**config.mk**
```make
export PLATFORM = sky130hd
export DESIGN_NAME = damage_zone_object_clipper_unit
export DESIGN_NICKNAME = d
export VERILOG_FILES = /design/src/hdl/dzoc_pkg.sv /design/src/hdl/dzoc_ctrl.sv /design/src/hdl/dzoc_dpath.sv /design/src/hdl/damage_zone_object_clipper_unit.sv
export SDC_FILE = /design/constraint.sdc
export NUM_CORES = 2
export LEC_CHECK = 0
export ABC_AREA = 1
export CORE_MARGIN = 2
export CORE_UTILIZATION = 44
export CTS_CLUSTER_SIZE = 30
export DETAILED_ROUTE_END_ITERATION = 12
export DONT_BUFFER_PORTS = 1
export PLACE_DENSITY_LB_ADDON = 0.1
export SYNTH_ARGS = -nofsm -noshare
export SYNTH_HDL_FRONTEND = slang
export SYNTH_SLANG_ARGS = --single-unit
export TNS_END_PERCENT = 50
```
**constraint.sdc**
```tcl
create_clock -name clk -period 13 [get_ports clk]
set_clock_uncertainty 0.05 [all_clocks]
set_input_delay 0.65 -clock clk [delete_from_list [all_inputs] [get_ports clk]]
set_output_delay 0.65 -clock clk [all_outputs]
set_load 0.01 [all_outputs]
```
**src/hdl/dzoc_pkg.sv**
```systemverilog
// Shared types and constants for the damage zone object clipper.
package dzoc_pkg;

  localparam int MAX_WINDOWS_DEF = 16;
  localparam int MAX_PIECES      = 16;
  localparam int COORD_W         = 17;
  localparam int DIM_W           = 15;
  localparam int CNT_W           = 5;
  localparam int TAG_OUT_W       = 4;

  localparam logic [DIM_W-1:0] CANVAS_W_RST = 15'd1024;
  localparam logic [DIM_W-1:0] CANVAS_H_RST = 15'd768;
  localparam logic [CNT_W-1:0] OBJ_CNT_RST  = 5'd0;

  localparam logic [1:0] REG_CANVAS_W = 2'd0;
  localparam logic [1:0] REG_CANVAS_H = 2'd1;
  localparam logic [1:0] REG_OBJ_CNT  = 2'd2;

  localparam logic CMD_LOAD = 1'b0;
  localparam logic CMD_ZONE = 1'b1;

  // One window table entry; right and bottom edges are stored precomputed.
  typedef struct packed {
    logic [15:0]        x;
    logic [15:0]        y;
    logic [COORD_W-1:0] r;
    logic [COORD_W-1:0] b;
    logic               vis;
    logic               cur;
  } win_t;

  // Commands from the controller to the datapath.
  typedef struct packed {
    logic entry_write;
    logic zone_load;
    logic rd_en;
    logic finish;
  } dp_cmd_t;

  // Status from the datapath to the controller.
  typedef struct packed {
    logic pipe_busy;
  } dp_status_t;

endpackage

```
**src/hdl/dzoc_ctrl.sv**
```systemverilog
// Controller state machine: accepts items and sequences the table scan.
module dzoc_ctrl #(
  parameter int MAX_WINDOWS = dzoc_pkg::MAX_WINDOWS_DEF,
  localparam int LIM_W = ($clog2(MAX_WINDOWS + 1) > 5) ? $clog2(MAX_WINDOWS + 1) : 5
) (
  input  logic                         clk,
  input  logic                         rst,
  input  logic                         start,
  input  logic                         cmd,
  input  logic                         already_assigned,
  input  logic [dzoc_pkg::CNT_W-1:0]   object_count,
  input  dzoc_pkg::dp_status_t         status,
  output logic                         busy,
  output dzoc_pkg::dp_cmd_t            ctl,
  output logic [LIM_W-1:0]             rd_tag
);
  import dzoc_pkg::*;

  localparam logic [1:0] S_IDLE  = 2'd0;
  localparam logic [1:0] S_SCAN  = 2'd1;
  localparam logic [1:0] S_DRAIN = 2'd2;

  logic [1:0]       state, state_next;
  logic [LIM_W-1:0] idx, idx_next;
  logic [LIM_W-1:0] limit, limit_next;
  logic [LIM_W-1:0] obj_ext, lim_in;
  logic             accept;

  assign busy    = (state != S_IDLE);
  assign accept  = start && !busy;
  assign obj_ext = LIM_W'(object_count);
  assign lim_in  = (obj_ext > LIM_W'(MAX_WINDOWS)) ? LIM_W'(MAX_WINDOWS) : obj_ext;
  assign rd_tag  = idx;

  always_comb begin
    state_next      = state;
    idx_next        = idx;
    limit_next      = limit;
    ctl.entry_write = accept && (cmd == CMD_LOAD);
    ctl.zone_load   = accept && (cmd == CMD_ZONE);
    ctl.rd_en       = 1'b0;
    ctl.finish      = 1'b0;
    case (state)
      S_IDLE: begin
        if (accept && (cmd == CMD_ZONE)) begin
          idx_next   = '0;
          limit_next = lim_in;
          if (already_assigned || (lim_in == '0)) begin
            state_next = S_DRAIN;
          end else begin
            state_next = S_SCAN;
          end
        end
      end
      S_SCAN: begin
        ctl.rd_en = 1'b1;
        idx_next  = idx + 1'b1;
        if (idx == limit - 1'b1) begin
          state_next = S_DRAIN;
        end
      end
      S_DRAIN: begin
        if (!status.pipe_busy) begin
          ctl.finish = 1'b1;
          state_next = S_IDLE;
        end
      end
      default: begin
        state_next = S_IDLE;
      end
    endcase
  end

  always_ff @(posedge clk) begin
    if (rst) begin
      state <= S_IDLE;
      idx   <= '0;
      limit <= '0;
    end else begin
      state <= state_next;
      idx   <= idx_next;
      limit <= limit_next;
    end
  end

endmodule

```
**src/hdl/dzoc_dpath.sv**
```systemverilog
// Datapath: window table, intersect and clip pipeline, pending piece and output register.
module dzoc_dpath #(
  parameter int MAX_WINDOWS = dzoc_pkg::MAX_WINDOWS_DEF,
  localparam int LIM_W = ($clog2(MAX_WINDOWS + 1) > 5) ? $clog2(MAX_WINDOWS + 1) : 5,
  localparam int IDX_W = (MAX_WINDOWS > 1) ? $clog2(MAX_WINDOWS) : 1
) (
  input  logic                           clk,
  input  logic                           rst,
  input  dzoc_pkg::dp_cmd_t              ctl,
  input  logic [LIM_W-1:0]               rd_tag,
  output dzoc_pkg::dp_status_t           status,
  input  logic [3:0]                     entry_index,
  input  logic signed [15:0]             rect_x,
  input  logic signed [15:0]             rect_y,
  input  logic [dzoc_pkg::DIM_W-1:0]     rect_width,
  input  logic [dzoc_pkg::DIM_W-1:0]     rect_height,
  input  logic                           is_visible,
  input  logic                           is_cursor,
  input  logic [dzoc_pkg::DIM_W-1:0]     canvas_width,
  input  logic [dzoc_pkg::DIM_W-1:0]     canvas_height,
  output logic                           strobe,
  output logic [dzoc_pkg::DIM_W-1:0]     piece_x,
  output logic [dzoc_pkg::DIM_W-1:0]     piece_y,
  output logic [dzoc_pkg::DIM_W-1:0]     piece_width,
  output logic [dzoc_pkg::DIM_W-1:0]     piece_height,
  output logic [dzoc_pkg::TAG_OUT_W-1:0] window_index,
  output logic                           piece_valid,
  output logic                           last_piece
);
  import dzoc_pkg::*;

  // Window table.
  win_t             mem [MAX_WINDOWS];
  win_t             wr_entry;
  logic [LIM_W-1:0] ent_ext;
  logic             wr_ok;

  // Zone registers.
  logic signed [COORD_W-1:0] zx, zy, zr, zb;

  // Stage A: table read.
  win_t             rd_q;
  logic             va;
  logic [LIM_W-1:0] tag_a;

  // Stage B: intersection.
  logic signed [COORD_W-1:0] ex, ey, er, eb;
  logic signed [COORD_W-1:0] x0_n, y0_n, x1_n, y1_n;
  logic                      hit;
  logic signed [COORD_W-1:0] x0_b, y0_b, x1_b, y1_b;
  logic                      vb;
  logic [LIM_W-1:0]          tag_b;

  // Stage C: canvas clip.
  logic signed [COORD_W-1:0] cw, ch;
  logic signed [COORD_W-1:0] x0c, y0c, x1c, y1c;
  logic                      keep;
  logic [DIM_W-1:0]          x0_c, y0_c, x1_c, y1_c;
  logic                      vc;
  logic [TAG_OUT_W-1:0]      tag_c;

  // Pending piece, held until it is known whether it is the last one.
  logic [DIM_W-1:0]     px0, py0, px1, py1;
  logic [TAG_OUT_W-1:0] ptag;
  logic                 pend_full;
  logic [CNT_W-1:0]     pcnt;
  logic                 cand;

  assign ent_ext = LIM_W'(entry_index);
  assign wr_ok   = ent_ext < LIM_W'(MAX_WINDOWS);

  always_comb begin
    wr_entry.x   = rect_x;
    wr_entry.y   = rect_y;
    wr_entry.r   = {rect_x[15], rect_x} + {2'b00, rect_width};
    wr_entry.b   = {rect_y[15], rect_y} + {2'b00, rect_height};
    wr_entry.vis = is_visible;
    wr_entry.cur = is_cursor;
  end

  always_ff @(posedge clk) begin
    if (ctl.entry_write && wr_ok) begin
      mem[ent_ext[IDX_W-1:0]] <= wr_entry;
    end
    if (ctl.rd_en) begin
      rd_q <= mem[rd_tag[IDX_W-1:0]];
    end
    tag_a <= rd_tag;
  end

  always_ff @(posedge clk) begin
    if (ctl.zone_load) begin
      zx <= $signed({rect_x[15], rect_x});
      zy <= $signed({rect_y[15], rect_y});
      zr <= $signed({rect_x[15], rect_x} + {2'b00, rect_width});
      zb <= $signed({rect_y[15], rect_y} + {2'b00, rect_height});
    end
  end

  always_comb begin
    ex   = $signed({rd_q.x[15], rd_q.x});
    ey   = $signed({rd_q.y[15], rd_q.y});
    er   = $signed(rd_q.r);
    eb   = $signed(rd_q.b);
    // Edges that only touch the zone still count as a hit.
    hit  = rd_q.vis && !rd_q.cur && !(er < zx) && !(eb < zy) && !(ex > zr) && !(ey > zb);
    x0_n = (ex > zx) ? ex : zx;
    y0_n = (ey > zy) ? ey : zy;
    x1_n = (er < zr) ? er : zr;
    y1_n = (eb < zb) ? eb : zb;
  end

  always_ff @(posedge clk) begin
    x0_b  <= x0_n;
    y0_b  <= y0_n;
    x1_b  <= x1_n;
    y1_b  <= y1_n;
    tag_b <= tag_a;
  end

  always_comb begin
    cw   = $signed({2'b00, canvas_width});
    ch   = $signed({2'b00, canvas_height});
    keep = !(x0_b >= cw) && !(y0_b >= ch) && !(x1_b < 0) && !(y1_b < 0);
    x0c  = (x0_b < 0) ? '0 : x0_b;
    y0c  = (y0_b < 0) ? '0 : y0_b;
    x1c  = (x1_b > cw) ? cw : x1_b;
    y1c  = (y1_b > ch) ? ch : y1_b;
  end

  always_ff @(posedge clk) begin
    x0_c  <= x0c[DIM_W-1:0];
    y0_c  <= y0c[DIM_W-1:0];
    x1_c  <= x1c[DIM_W-1:0];
    y1_c  <= y1c[DIM_W-1:0];
    tag_c <= tag_b[TAG_OUT_W-1:0];
  end

  always_ff @(posedge clk) begin
    if (rst) begin
      va <= 1'b0;
      vb <= 1'b0;
      vc <= 1'b0;
    end else begin
      va <= ctl.rd_en;
      vb <= va && hit;
      vc <= vb && keep;
    end
  end

  // Pieces beyond the cap are ignored; the capped piece ends the zone.
  assign cand = vc && (pcnt < CNT_W'(MAX_PIECES));

  always_ff @(posedge clk) begin
    if (rst) begin
      pend_full <= 1'b0;
      pcnt      <= '0;
    end else if (ctl.zone_load) begin
      pend_full <= 1'b0;
      pcnt      <= '0;
    end else if (cand) begin
      pend_full <= 1'b1;
      pcnt      <= pcnt + 1'b1;
    end
  end

  always_ff @(posedge clk) begin
    if (cand) begin
      px0  <= x0_c;
      py0  <= y0_c;
      px1  <= x1_c;
      py1  <= y1_c;
      ptag <= tag_c;
    end
  end

  always_ff @(posedge clk) begin
    if (rst) begin
      strobe <= 1'b0;
    end else begin
      strobe <= ctl.finish || (cand && pend_full);
    end
  end

  always_ff @(posedge clk) begin
    if (ctl.finish && !pend_full) begin
      piece_x      <= '0;
      piece_y      <= '0;
      piece_width  <= '0;
      piece_height <= '0;
      window_index <= '0;
      piece_valid  <= 1'b0;
      last_piece   <= 1'b1;
    end else begin
      piece_x      <= px0;
      piece_y      <= py0;
      piece_width  <= px1 - px0;
      piece_height <= py1 - py0;
      window_index <= ptag;
      piece_valid  <= 1'b1;
      last_piece   <= ctl.finish;
    end
  end

  assign status.pipe_busy = va || vb || vc;

endmodule

```
**src/hdl/damage_zone_object_clipper_unit.sv**
```systemverilog
// Top level of the damage zone object clipper: configuration registers and unit wiring.
//
//  channel   | handshake                  | words
//  ----------+----------------------------+---------------------------------------------
//  item in   | start, busy                | cmd, entry_index, rect_*, flags, assigned
//  result    | strobe (one cycle, no stall)| piece_*, window_index, piece_valid, last_piece
//  config    | cfg_valid, cfg_ready       | cfg_index, cfg_data
//
// A load word is taken at once and writes one table entry; busy stays low.
// A zone word scans the window table one entry per cycle through a three-stage
// read, intersect and clip pipeline over min(object_count, MAX_WINDOWS) entries
// and holds busy until the pipeline drains; an assigned zone skips the scan.
// Reset is synchronous and clears the controller, pipeline valids and the
// configuration registers; the table contents stay undefined until written.
// Results cannot be stalled: each one is shown for exactly one cycle.
module damage_zone_object_clipper_unit #(
  parameter int MAX_WINDOWS = dzoc_pkg::MAX_WINDOWS_DEF
) (
  input  logic                           clk,
  input  logic                           rst,
  input  logic                           start,
  output logic                           busy,
  input  logic                           cmd,
  input  logic [3:0]                     entry_index,
  input  logic signed [15:0]             rect_x,
  input  logic signed [15:0]             rect_y,
  input  logic [dzoc_pkg::DIM_W-1:0]     rect_width,
  input  logic [dzoc_pkg::DIM_W-1:0]     rect_height,
  input  logic                           is_visible,
  input  logic                           is_cursor,
  input  logic                           already_assigned,
  output logic                           strobe,
  output logic [dzoc_pkg::DIM_W-1:0]     piece_x,
  output logic [dzoc_pkg::DIM_W-1:0]     piece_y,
  output logic [dzoc_pkg::DIM_W-1:0]     piece_width,
  output logic [dzoc_pkg::DIM_W-1:0]     piece_height,
  output logic [dzoc_pkg::TAG_OUT_W-1:0] window_index,
  output logic                           piece_valid,
  output logic                           last_piece,
  input  logic                           cfg_valid,
  output logic                           cfg_ready,
  input  logic [1:0]                     cfg_index,
  input  logic [dzoc_pkg::DIM_W-1:0]     cfg_data
);
  import dzoc_pkg::*;

  localparam int LIM_W = ($clog2(MAX_WINDOWS + 1) > 5) ? $clog2(MAX_WINDOWS + 1) : 5;

  logic [DIM_W-1:0] canvas_width, canvas_height;
  logic [CNT_W-1:0] object_count;
  dp_cmd_t          ctl;
  dp_status_t       status;
  logic [LIM_W-1:0] rd_tag;

  // The register file is always ready; writes to an unused index are dropped.
  assign cfg_ready = 1'b1;

  always_ff @(posedge clk) begin
    if (rst) begin
      canvas_width  <= CANVAS_W_RST;
      canvas_height <= CANVAS_H_RST;
      object_count  <= OBJ_CNT_RST;
    end else if (cfg_valid && cfg_ready) begin
      case (cfg_index)
        REG_CANVAS_W: canvas_width  <= cfg_data;
        REG_CANVAS_H: canvas_height <= cfg_data;
        REG_OBJ_CNT:  object_count  <= cfg_data[CNT_W-1:0];
        default: begin
        end
      endcase
    end
  end

  // The controller walks the table addresses and decides when the zone ends.
  dzoc_ctrl #(
    .MAX_WINDOWS(MAX_WINDOWS)
  ) u_ctrl (
    .clk              (clk),
    .rst              (rst),
    .start            (start),
    .cmd              (cmd),
    .already_assigned (already_assigned),
    .object_count     (object_count),
    .status           (status),
    .busy             (busy),
    .ctl              (ctl),
    .rd_tag           (rd_tag)
  );

  // The datapath holds the table, clips each hit and holds back one piece so
  // that the final piece of a zone can carry last_piece.
  dzoc_dpath #(
    .MAX_WINDOWS(MAX_WINDOWS)
  ) u_dpath (
    .clk           (clk),
    .rst           (rst),
    .ctl           (ctl),
    .rd_tag        (rd_tag),
    .status        (status),
    .entry_index   (entry_index),
    .rect_x        (rect_x),
    .rect_y        (rect_y),
    .rect_width    (rect_width),
    .rect_height   (rect_height),
    .is_visible    (is_visible),
    .is_cursor     (is_cursor),
    .canvas_width  (canvas_width),
    .canvas_height (canvas_height),
    .strobe        (strobe),
    .piece_x       (piece_x),
    .piece_y       (piece_y),
    .piece_width   (piece_width),
    .piece_height  (piece_height),
    .window_index  (window_index),
    .piece_valid   (piece_valid),
    .last_piece    (last_piece)
  );

  // A result only follows a cycle in which a zone was in progress.
  a_strobe_after_busy: assert property (@(posedge clk) disable iff (rst)
    strobe |-> $past(busy))
    else $error("result word without a zone in progress");

  // The empty marker always closes its zone.
  a_empty_is_last: assert property (@(posedge clk) disable iff (rst)
    (strobe && !piece_valid) |-> last_piece)
    else $error("empty result word not marked last");

  // Once the last word of a zone is out, the unit is free again.
  a_last_frees_unit: assert property (@(posedge clk) disable iff (rst)
    (strobe && last_piece) |-> !busy)
    else $error("unit still busy after last result word");

  // A table load completes in the cycle it is taken.
  a_load_no_busy: assert property (@(posedge clk) disable iff (rst)
    (start && !busy && (cmd == CMD_LOAD)) |=> (!busy && !strobe))
    else $error("table load held the unit");

endmodule

```
==> impl_results.md <==
- Actual slew at the worst max-slew pin: 1.382 ns
- Crit path kind: reg -> reg
- Overall Power: approximately 0.011 W
- Die width: roughly 390 um
- Cell count of the worst hold path: 2
- Count of final max-slew check failures: 0
- Io pins: 160
- Clk pin slew, worst setup/hold paths: 0.06 ns
- Fraction of final layout cells sized beyond drive strength 1: 7.398%
- Slowest Stage Delay on Critical Path: 1.01 ns
- Final net count: about 5400
- Unrepaired setup endpoints after global routing: false
- Final wirelength: 182.4 mm
- Starting density of the core: 44.19%
- Library cell with the largest summed area after synthesis: edfxtp_1
- Number of buffers inserted during clock tree synthesis: between 150 and 200
- Maximum buffer depth of the clock tree: 3
- Number of buffers added on ports: 0
- Flops & latches, synth: 1547
- Count of cells along the worst register-to-register path: 6
- Syn. warnings: 0
- Worst voltage drop across the vdd grid: approximately 0.15 mV
- Root Buffer: clkbuf_16
- Hold Fails Final Rpt: 0
- Async set-reset flop share out of synthesis: 0%
- Fin worst setup slack: 9.051 ns
- # H-tree levels: 4
- Time the worst path needs with I/O delays and setup: 3.949 ns
- Headroom to the max-slew limit: approximately 7.6%
- Aggregate global-route resource usage: between 20% and 30%
- Post-route DRC: 0
- HP Class: in -> reg
- Worst reg2reg path endpoint: u_dpath.mem[0][0]$_DFFE_PP_
- Sequence of cells on the critical path: nor2_1 > nand2_1 > nor2_1 > nand3_1 > nor2_4 > buf_4
- DR vias/cell: 5.607
- Clock tree from TritonCTS: done
- Setup TNS: 0 ns
- Net switching power of the design: approximately 0.0027 W
- Gate count of the mapped netlist: 5058
- Area contributors post-synth: edfxtp_1 (60%), dfxtp_1 (8.1%), ha_1 (4.9%), mux2i_1 (3.4%), nand2_1 (3.3%)
- Clock network power share: 41.0%
- Internal reg-to-reg setup slack: 9.05 ns
- Hold wc startpoint: cfg_data[5]
- GPL Wtd Cong: 0.8572
- P&R area growth vs syn: 12.24%
- FMAX: 253.3 MHz
- Number of optimization iterations in the first detailed-route pass: 5
- Flop pwr share: 50.8%
- Required @ worst endpoint: 13.36 ns
- Internal power: 0.008588 W
- Per-instance average area after synthesis: 12.69 um2
- Crit path max-delay cell type: nor2_4
- Worst Setup End Kind: flip-flop
- Maximum capacitance violations: 0
- Pin count of the biggest net entering global routing: between 200 and 250
- Initial detailed-routing violation count: 3648
- WL per Instance: 25.47 um
- Seq/Total Area, Yosys: 68.32%
- Chip height: 385.9 um
- Largest fanout on the critical path: 43
- Worst setup SP type: flip-flop
- Number of placement rows: 140
- Number of flops mapped to enable cells by yosys: approximately 1300
- Post-synth top area share: 60.18%
- First-pass GRT wire length: 263.0 mm
- Total leakage power: ~26 nW
- Arrival time at the worst endpoint: 4.31 ns
- Outcome: finished, final reports clean
- Final HPWL from detailed placement: around 110 mm
- Sw Ratio: around 24%
- Endpoint, Worst Hold: canvas_width[5]$_SDFFE_PP0P_
- Combinational Power Share: around 8.3%
- Top FF cell, synth: edfxtp_1
- Placement Setup Slack: 8.944 ns
- Floorplan core area: 0.1452 mm2
- Clock latency at the later pin of the worst-skew pair: 0.81 ns
- Die area: 0.1489 mm2
- Routed via count: 40145
- GR Overflow Total: 0
- Worst r2r src: u_ctrl.state[1]$_SDFFE_PP0P_
- Fin crit share: 30.37%
- Library cell appearing most often on the critical path: nor2_1
- Vias in the first global route: 38168
- Finish-stage setup viols: 0
- Sink count of the clock tree: 1547
- Count of unique library cells instantiated by Yosys: 53
- Post-Synthesis Cell Area: roughly 0.064 mm2
- ANT nets after route: 0
- Nets in the synthesized netlist: 5404
- Antenna violations before repair: 17
- Areal power density over the cells: 157.4 mW/mm2
## cell families (layout without fill, tap and decap cells)
| kind of cell | Yosys count | in the layout | share of synthesized area [%] |
|---|---|---|---|
| buffers and inverters | 598 | 771 | 3.906 |
| xor gates and xnor gates | 32 | 32 | 0.4368 |
| other | 1 | 13 | 0.005844 |
| DFF | 1547 | 1547 | 68.32 |
| muxes | 220 | 220 | 3.432 |
| AOI/OAI and AO/OA | 969 | 969 | 9.432 |
| adders and majority gates | 255 | 255 | 5.019 |
| and+or+nand+nor | 1436 | 1436 | 9.445 |
## layer usage
layer,routed length [um],share of wire [%],global-route usage (%),up-vias
met1,80410,44,33.66,19995
li1,-,-,-,18607
met3,9728,5.3,3.122,297
met2,86940,48,40.05,1242
met5,25,0.014,0,-
met4,5248,2.9,7.400,4
## power groups by stage
| stage | Combinational, W | Clock (W) | Sequential (W) |
|---|---|---|---|
| finish | 0.000936 | 0.00464 | 0.00576 |
| global route | 0.00105 | 0.00493 | 0.00577 |
| CTS | 0.000940 | 0.00473 | 0.00576 |
| detailed placement | 0.000888 | 0 | 0.00586 |
| global placement | 0.000874 | 0 | 0.00586 |
| floorplan | 0.000636 | 0 | 0.00580 |
## timing repair
action	4_1_cts	5_1_grt
gates resized for setup	0	0
setup buffers	0	0
endpoints found under the hold margin	616	0
hold buffers	50	0
setup endpoints to repair	0	0
## layout by cell type (no fill, tap or decap), drive strengths merged, types with 198 or more instances in the layout
| cell | instances |
|---|---|
| edfxtp | 1286 |
| nand2 | 597 |
| nor2 | 535 |
| o21ai | 414 |
| inv | 363 |
| dfxtp | 261 |
| ha | 251 |
| mux2i | 220 |
| o221ai | 220 |
| clkbuf | 198 |
## worst max path at each step
stage	slack, ns	cells after the start	from	endpoint
6_report	9.05	6	u_ctrl.state[1]$_SDFFE_PP0P_	u_dpath.mem[0][0]$_DFFE_PP_
5_1_grt	8.79	6	u_ctrl.state[1]$_SDFFE_PP0P_	u_dpath.mem[6][0]$_DFFE_PP_
4_1_cts	8.94	6	u_ctrl.state[1]$_SDFFE_PP0P_	u_dpath.mem[0][0]$_DFFE_PP_
3_5_place_dp	8.94	6	u_ctrl.state[1]$_SDFFE_PP0P_	u_dpath.mem[0][0]$_DFFE_PP_
3_3_place_gp	8.97	6	u_ctrl.state[1]$_SDFFE_PP0P_	u_dpath.mem[0][0]$_DFFE_PP_
2_1_floorplan	8.58	4	start	u_dpath.mem[0][0]$_DFFE_PP_
## synthesized netlist by cell type, types with 11 or more instances
| library cell | instances |
|---|---|
| ha_1 | 251 |
| nand3_1 | 183 |
| buf_4 | 36 |
| clkbuf_1 | 135 |
| o32ai_1 | 35 |
| o211ai_1 | 39 |
| edfxtp_1 | 1286 |
| o21ai_0 | 399 |
| nor2_1 | 533 |
| o22ai_1 | 21 |
| o21bai_1 | 11 |
| a21o_1 | 17 |
| xnor2_1 | 11 |
| mux2i_1 | 220 |
| inv_1 | 349 |
| o221ai_1 | 220 |
| nand2_2 | 24 |
| a21oi_1 | 191 |
| xor2_1 | 21 |
| nand2_1 | 569 |
| o21ai_1 | 15 |
| buf_2 | 56 |
| dfxtp_1 | 261 |
| nor3_1 | 34 |
| nand4_1 | 60 |
## state kept, by name, indices dropped and copies added (netlist names), 16 cells and up
name / count
u_dpath.mem: 1088
u_dpath.eb: 17
u_dpath.er: 17
u_dpath.x1_b: 17
u_dpath.y1_b: 17
u_dpath.zb: 17
u_dpath.zr: 17
u_dpath.ex: 16
u_dpath.ey: 16
u_dpath.x0_b: 16
u_dpath.y0_b: 16
u_dpath.zx: 16
u_dpath.zy: 16
## cell type report
class	count	area [um2]
fill	12614	73190
tap	1917	2399
clock buffer	198	4304
antenna	12	30.03
multi-input combinational	2913	18020
inverter	357	1359
sequential	1547	43860
clock inverter	101	1036
timing repair buffer	115	1011
## worst max-delay path, delay by kind of cell, from the launching register on
kind | cells | cell delay (ns)
buffers and inverters | 1 | 0.83
flip-flops | 1 | 0.34
AND/OR/NAND/NOR | 5 | 2.29
## through the flow
stage	utilization [%]	area, um2	instances	hold WS, ns
after floorplan	-	64170	5058	0.2596
after global placement	45.54	66120	6799	0.2611
after detailed placement	45.54	66120	6799	0.2621
after CTS	49.56	71980	7148	0.003425
after global routing	49.59	72010	7157	0.06196
final	49.60	72020	7160	0.05427
No activity file was read; power rests on OpenSTA's default activity.
